$ cat src/rtl/pattern_step_sequencer_macros.svh
// Assertion macros for the pattern step sequencer.
// Included by the controller and the datapath; no other dependencies.
`ifndef PATTERN_STEP_SEQUENCER_MACROS_SVH
`define PATTERN_STEP_SEQUENCER_MACROS_SVH
`ifndef SYNTHESIS
`define PST_ASSERT_IMPL(name, ck, rn, ante, cons) \
    name: assert property (@(posedge ck) disable iff (!rn) (ante) |-> (cons)) \
        else $error("pst assertion failed");
`define PST_ASSERT_NEXT(name, ck, rn, ante, cons) \
    name: assert property (@(posedge ck) disable iff (!rn) (ante) |=> (cons)) \
        else $error("pst assertion failed");
`else
`define PST_ASSERT_IMPL(name, ck, rn, ante, cons)
`define PST_ASSERT_NEXT(name, ck, rn, ante, cons)
`endif
`endif

$ cat src/rtl/pst_pkg.sv
// Shared types and constants of the pattern step sequencer.
// Used by pst_ctrl, pst_dp and pattern_step_sequencer; no dependencies.
package pst_pkg;

    localparam int CMD_W  = 2;
    localparam int SLOT_W = 5;
    localparam int STEP_W = 6;
    localparam int TONE_W = 16;
    localparam int REP_W  = 8;

    typedef enum logic [CMD_W-1:0] {
        CMD_TICK       = 2'd0,
        CMD_WRITE      = 2'd1,
        CMD_ARM        = 2'd2,
        CMD_CLEAR_PERC = 2'd3
    } cmd_t;

    typedef enum logic [2:0] {
        ST_CLEAR,
        ST_IDLE,
        ST_WALK,
        ST_DRAIN,
        ST_FINISH,
        ST_COPY
    } state_t;

    typedef struct packed {
        logic clear_wr;
        logic do_write;
        logic do_arm;
        logic do_clear_perc;
        logic walk_start;
        logic walk_issue;
        logic finish;
        logic copy_start;
        logic copy_issue;
    } ctl_t;

    typedef struct packed {
        logic clear_done;
        logic walk_last;
        logic copy_pend;
        logic copy_done;
    } sts_t;

endpackage

$ cat src/rtl/pst_ctrl.sv
// Controller state machine of the pattern step sequencer.
// Depends on pst_pkg and pattern_step_sequencer_macros.svh.
`include "pattern_step_sequencer_macros.svh"
module pst_ctrl (
    input  logic                       clk,
    input  logic                       rst_n,
    input  logic                       start,
    input  logic [pst_pkg::CMD_W-1:0]  cmd,
    input  pst_pkg::sts_t              sts,
    output pst_pkg::ctl_t              ctl,
    output logic                       busy
);
    import pst_pkg::*;

    state_t state_reg;
    state_t state_next;
    logic   accept;

    always_ff @(posedge clk or negedge rst_n)
    begin
        if (!rst_n)
        begin
            state_reg <= ST_CLEAR;
        end
        else
        begin
            state_reg <= state_next;
        end
    end

    always_comb
    begin
        state_next = state_reg;
        case (state_reg)
            ST_CLEAR:
            begin
                if (sts.clear_done)
                begin
                    state_next = ST_IDLE;
                end
            end
            ST_IDLE:
            begin
                if (start && cmd == CMD_TICK)
                begin
                    state_next = ST_WALK;
                end
            end
            ST_WALK:
            begin
                if (sts.walk_last)
                begin
                    state_next = ST_DRAIN;
                end
            end
            ST_DRAIN:
            begin
                state_next = ST_FINISH;
            end
            ST_FINISH:
            begin
                state_next = sts.copy_pend ? ST_COPY : ST_IDLE;
            end
            ST_COPY:
            begin
                if (sts.copy_done)
                begin
                    state_next = ST_IDLE;
                end
            end
            default:
            begin
                state_next = ST_CLEAR;
            end
        endcase
    end

    always_comb
    begin
        busy              = (state_reg != ST_IDLE);
        accept            = (state_reg == ST_IDLE) && start;
        ctl               = '0;
        ctl.clear_wr      = (state_reg == ST_CLEAR);
        ctl.do_write      = accept && (cmd == CMD_WRITE);
        ctl.do_arm        = accept && (cmd == CMD_ARM);
        ctl.do_clear_perc = accept && (cmd == CMD_CLEAR_PERC);
        ctl.walk_start    = accept && (cmd == CMD_TICK);
        ctl.walk_issue    = (state_reg == ST_WALK);
        ctl.finish        = (state_reg == ST_FINISH);
        ctl.copy_start    = (state_reg == ST_FINISH) && sts.copy_pend;
        ctl.copy_issue    = (state_reg == ST_COPY) && !sts.copy_done;
    end

    `PST_ASSERT_NEXT(a_walk_flow, clk, rst_n, state_reg == ST_WALK, state_reg == ST_WALK || state_reg == ST_DRAIN)
    `PST_ASSERT_NEXT(a_finish_flow, clk, rst_n, state_reg == ST_FINISH, state_reg == ST_IDLE || state_reg == ST_COPY)
    `PST_ASSERT_NEXT(a_quick_cmd, clk, rst_n, !busy && start && cmd != CMD_TICK, !busy)

endmodule

$ cat config.mk
export PLATFORM = sky130hd
export DESIGN_NAME = pst_ctrl
export DESIGN_NICKNAME = d
export VERILOG_FILES = /design/src/rtl/pst_pkg.sv /design/src/rtl/pst_ctrl.sv
export VERILOG_INCLUDE_DIRS = /design/src /design/src/rtl
export SDC_FILE = /design/constraint.sdc
export NUM_CORES = 1
export LEC_CHECK = 0
export BUFFER_PORTS_ARGS = -buffer_cell sky130_fd_sc_hd__buf_2
export CELL_PAD_IN_SITES_DETAIL_PLACEMENT = 1
export CELL_PAD_IN_SITES_GLOBAL_PLACEMENT = 1
export CORE_AREA = 4 4 41 43
export CTS_CLUSTER_DIAMETER = 30
export DETAILED_ROUTE_END_ITERATION = 8
export DIE_AREA = 0 0 45 47
export PLACE_DENSITY = 0.7
export REMOVE_ABC_BUFFERS = 1
export SLEW_MARGIN = 10
export SYNTH_ARGS = -nofsm -noshare
export SYNTH_HDL_FRONTEND = slang
export SYNTH_SLANG_ARGS = --single-unit
$ cat constraint.sdc
create_clock -name clk -period 1.8 [get_ports clk]
set_input_delay 0.27 -clock clk [delete_from_list [all_inputs] [get_ports clk]]
set_output_delay 0.27 -clock clk [all_outputs]
set_load 0.02 [all_outputs]
==> impl_metrics.env, run 1 <==
export IMPL_crit_slowest_cell="or4b_4"
export IMPL_tightestPinTransition_ns=0.268
export IMPL_synthFlopType="dfrtp_1"
export IMPL_r2r_start="state_reg[2]"
export IMPL_cp_required_ns=1.53
export IMPL_drt_total_wl_um=797
export IMPL_area_delta_synth_final_pct=60.1
export IMPL_dieArea_sq_mm=0.00212
export IMPL_fmax_mhz=591
export IMPL_synth_enable_flop_cells=0
export IMPL_fin_skew_ns=0.00382
export IMPL_gp_congestion=0.787
export IMPL_maxCapViolations=0
export IMPL_synthDistinctLibCells=18
export IMPL_syn_area_per_cell_sq_um=8.54
export IMPL_die_w_um=45
export IMPL_min_period_ns=1.69
export IMPL_nets=61
export IMPL_io_buffers=18
export IMPL_p_per_area_mw_per_mm2=1440
export IMPL_vias_per_cell=4.53
export IMPL_clockBufferDepth=2
export IMPL_slew_headroom=0.821
export IMPL_dr_pass1_iters=2
export IMPL_cts_buffers=3
export IMPL_grt_max_degree=11
export IMPL_insertion_delay_ns=0.23
export IMPL_critical_path_class="reg -> out"
export IMPL_slew_violations=0
export IMPL_setup_worst_path_end_class="output pin"
export IMPL_htreeDepth=1
export IMPL_irDropWorstVdd_v=0.000476
export IMPL_utilization=0.305
export IMPL_post_cts_buffers=0
export IMPL_core_sq_mm=0.00130
export IMPL_drtIter0Drc=3
export IMPL_whs_endpoint="state_reg[0]"
export IMPL_whs_path_depth=2
export IMPL_rsz0062_at_grt="no"
export IMPL_num_fill_cells=172
export IMPL_cts_sinks=3
export IMPL_synth_largest_area_cell="dfrtp_1"
export IMPL_die_h_um=47
export IMPL_async_flop_share=1.00
export IMPL_ys_ff_latch=3
export IMPL_synthCells=29
export IMPL_grt_overflow_total=0
export IMPL_synth_area_top_cells="dfrtp_1 (30%), nand4bb_1 (9.1%), nor3_1 (8.1%)"
export IMPL_grt_antenna_before_repair=0
export IMPL_crit_buf_inv=1
export IMPL_grt_pass1_wl_um=1290
export IMPL_finalCritPeriodShare=0.940
export IMPL_worstPathCellList="or4b_4 -> nor2_1 -> buf_2"
export IMPL_route_detailed_drc=0
export IMPL_initial_core_util=0.190
export IMPL_hold_viol=0
export IMPL_cp_max_fo=3
export IMPL_cp_top_family="simple AND/OR/NAND/NOR gates"
export IMPL_largest_register_ffs=3
export IMPL_grt_pass1_vias=326
export IMPL_reg2reg_depth=2
export IMPL_r2r_end="state_reg[0]"
export IMPL_setup_tns_ns=0
export IMPL_r2r_setup_slack_ns=0.44
export IMPL_ff_latch_area_sq_um=75.1
export IMPL_wire_per_inst_um=12.1
export IMPL_track_usage=0.0855
export IMPL_hold_path_class="in -> reg"
export IMPL_ios=19
export IMPL_finalSetupViolations=0
export IMPL_synthesis_area_sq_um=248
export IMPL_fin_hold_ws_ns=0.296
export IMPL_multi_input_area_sq_um=158
export IMPL_cts_root_buf="clkbuf_4"
export IMPL_static_leakage_power_nw=0.216
export IMPL_status="finished, final reports clean"
export IMPL_vias=299
export IMPL_yosysSeqAreaShare=0.303
export IMPL_worst_setup_path_start_kind="flop"
export IMPL_place_hpwl_um=656
export IMPL_postRouteAntennaNets=0
export IMPL_cpPeakStageDelay_ns=0.55
export IMPL_path_clk_slew_ns=0.04
export IMPL_min_from="sts[3]"
export IMPL_synth_top_area_share=0.303
export IMPL_crit_arrival_ns=1.42
export IMPL_tritoncts="built"
export IMPL_antenna_cells=0
export IMPL_rows=13
export IMPL_drive_gt1_frac=0.471
export IMPL_ys_warn_count=0
routing by layer:
layer | vias up | routed length [um] | track usage | part of all wire
li1 | 147 | - | - | -
met1 | 139 | 350 | 0.0961 | 0.44
met2 | 13 | 395 | 0.141 | 0.50
met3 | 0 | 51 | 0.0153 | 0.064
met4 | 0 | 0 | 0.0702 | 0
met5 | - | 0 | 0 | 0
cells by family (layout without fill, tap and decap cells):
group / Yosys count / count (layout) / share of synthesized area
AOI/OAI and AO/OA: 4 / 4 / 0.141
buffers and inverters: 5 / 27 / 0.0808
DFF: 3 / 3 / 0.303
and+or+nand+nor: 17 / 17 / 0.475
cell type report:
type / count / area share
Tap cell: 15 / 0.0473
Inverter: 3 / 0.0284
Timing Repair Buffer: 20 / 0.271
Sequential cell: 3 / 0.189
Clock buffer: 4 / 0.0662
Multi-Input combinational cell: 21 / 0.397
placed cells by master (no fill, tap or decap), types with 2 or more instances in the layout:
master / instances
nand2b_1: 2
clkbuf_4: 3
dfrtp_1: 3
buf_2: 18
nand4bb_1: 2
nor3_1: 3
inv_1: 3
nor2_1: 3
worst max-delay path by stage:
stage | slack (ns) | depth (start not counted) | end | start
detailed placement | 0.33 | 3 | ctl[4] | state_reg[2]
floorplan | 0.24 | 2 | ctl[4] | state_reg[2]
CTS | 0.09 | 3 | ctl[4] | state_reg[2]
global placement | 0.35 | 3 | ctl[4] | state_reg[2]
global route | 0.006 | 4 | ctl[5] | state_reg[2]
finish | 0.11 | 3 | ctl[4] | state_reg[2]
stage by stage:
step	instances	setup WS [ns]	area, sq um	total power, mW
floorplan	27	0.238	239	0.340
global placement	61	0.352	355	0.451
detailed placement	61	0.335	355	0.459
CTS	66	0.0894	392	0.580
global route	66	0.00574	397	0.620
finish	66	0.108	397	0.572
synthesized netlist by cell type, types with 2 or more instances:
| library cell | number |
|---|---|
| nor3_1 | 4 |
| dfrtp_1 | 3 |
| inv_1 | 3 |
| nor2_1 | 3 |
| nand2b_1 | 2 |
| nand4bb_1 | 2 |
repair_timing:
action                                  4_1_cts  5_1_grt
endpoints found under the setup margin        0        1
hold buffers                                  1        0
endpoints found under the hold margin         3        0
gates resized for setup                       0        1
report_power, final:
group          internal [mW]  total, mW  switching (mW)
clock                 0.0829      0.115          0.0325
combinational          0.138      0.319           0.181
sequential            0.0938      0.138          0.0444
total                  0.315      0.572           0.258
(Power assumes the default switching activity.)
==> run 2, diff against run 1 <==
- CORE_AREA: 4 4 41 43 -> 2 2 39 41
- DIE_AREA: 0 0 45 47 -> 0 0 41 43
==> impl_metrics.env, run 2 (same netlist as run 1, synthesis figures left out) <==
export IMPL_finalCritPeriodShare=0.946
export IMPL_track_usage=0.110
export IMPL_rows=14
export IMPL_vias_per_cell=4.33
export IMPL_final_cell_mix="buf_2 (18), nor3_1 (4)"
export IMPL_rsz0062_at_grt="no"
export IMPL_dieArea_sq_mm=0.00176
export IMPL_grt_pass1_vias=311
export IMPL_nets=61
export IMPL_worstPathCellList="or4b_4 -> nor2_1 -> buf_2"
export IMPL_area_delta_synth_final_pct=58.6
export IMPL_cts_root_buf="clkbuf_4"
export IMPL_path_clk_slew_ns=0.04
export IMPL_hold_viol=0
export IMPL_largest_register_ffs=3
export IMPL_status="finished, final reports clean"
export IMPL_p_per_area_mw_per_mm2=1460
export IMPL_hold_path_class="in -> reg"
export IMPL_dp_cells=62
export IMPL_drt_total_wl_um=753
export IMPL_core_sq_mm=0.00138
export IMPL_wire_per_inst_um=11.2
export IMPL_gp_congestion=0.816
export IMPL_crit_slowest_cell="or4b_4"
export IMPL_htreeDepth=1
export IMPL_final_common_cell="buf_2"
export IMPL_initial_core_util=0.179
export IMPL_drive_gt1_frac=0.451
export IMPL_irDropWorstVdd_v=0.000316
export IMPL_vias=290
export IMPL_postRouteAntennaNets=0
export IMPL_grt_max_degree=11
export IMPL_top_usage_layer="met2"
export IMPL_whs_path_depth=2
export IMPL_fin_skew_ns=0.00297
export IMPL_insertion_delay_ns=0.24
export IMPL_tightestPinTransition_ns=0.264
export IMPL_maxCapViolations=0
export IMPL_grt_overflow_total=0
export IMPL_setup_worst_path_end_class="output pin"
export IMPL_crit_arrival_ns=1.43
export IMPL_grtUsageMet3=0.0157
export IMPL_cp_max_fo=3
export IMPL_place_hpwl_um=597
export IMPL_static_leakage_power_nw=0.215
export IMPL_cts_resized=0
export IMPL_die_h_um=43
export IMPL_cp_required_ns=1.53
export IMPL_route_detailed_drc=0
export IMPL_grt_use_met2=0.153
export IMPL_cts_sinks=3
export IMPL_critical_path_class="reg -> out"
export IMPL_grt_pass1_wl_um=1240
export IMPL_reg2reg_depth=2
export IMPL_cpPeakStageDelay_ns=0.55
export IMPL_clockBufferDepth=2
export IMPL_tritoncts="built"
export IMPL_cts_buffers=3
export IMPL_worst_setup_path_start_kind="flop"
export IMPL_finalSetupViolations=0
export IMPL_fmax_mhz=587
export IMPL_grt_antenna_before_repair=0
export IMPL_dr_pass1_iters=2
export IMPL_setup_tns_ns=0
export IMPL_final_cell_count_no_fill=67
export IMPL_fin_hold_ws_ns=0.277
export IMPL_drtIter0Drc=3
export IMPL_slew_headroom=0.824
export IMPL_finalPower_mw=0.573
export IMPL_io_buffers=18
export IMPL_slew_violations=0
export IMPL_antenna_cells=0
export IMPL_grtUsageMet1=0.126
export IMPL_min_period_ns=1.70
export IMPL_ios=19
export IMPL_die_w_um=41
-- run 2: final cells by class --
cell class / instances / area, sq um
Clock buffer: 4 / 26.3
Sequential cell: 3 / 75.1
Inverter: 3 / 11.3
Timing Repair Buffer: 20 / 108
Multi-Input combinational cell: 21 / 153
Fill cell: 170 / 991
Tap cell: 16 / 20.0
-- run 2: metrics by stage --
| step | setup WS [ns] | cell area (sq um) | util |
|---|---|---|---|
| 2_1_floorplan | 0.238 | 239 | - |
| 3_3_place_gp | 0.347 | 357 | 0.258 |
| 3_5_place_dp | 0.349 | 357 | 0.258 |
| 4_1_cts | 0.0873 | 393 | 0.284 |
| 5_1_grt | 0.00918 | 393 | 0.284 |
| 6_report | 0.0975 | 393 | 0.284 |
-- run 2: where the power goes --
part | switching [mW] | leakage (nW) | internal (mW)
sequential | 0.0420 | 0.0382 | 0.0938
combinational | 0.176 | 0.162 | 0.137
clock | 0.0403 | 0.0150 | 0.0834
total | 0.258 | 0.215 | 0.314
-- run 2: timing repair --
action	CTS	global route
buffers inserted	0	0
hold buffers	1	0
hold endpoints to repair	3	0
-- run 2: per-layer routing --
layer  part of all wire  routed length [um]  up-vias
met1               0.41                 308      128
li1                   -                   -      147
met3              0.076                  57        2
met2               0.49                 367       13
met4              0.027                  20        0
met5                  0                   0        -
-- run 2: critical path, delay by kind of cell (launching register included) --
family                 cells  cell delay (ns)
buffers and inverters      1             0.16
flip-flops                 1             0.38
AND/OR/NAND/NOR            2             0.65
-- run 2: final timing paths --
check,startpoint,endpoint,slack [ns]
max,state_reg[2],ctl[4],0.1
min in group asynchronous,rst_n,state_reg[2],0.35
max in group asynchronous,rst_n,state_reg[0],1.34
min reg2reg,state_reg[2],state_reg[1],0.60
min,sts[3],state_reg[0],0.28
max reg2reg,state_reg[2],state_reg[0],0.45
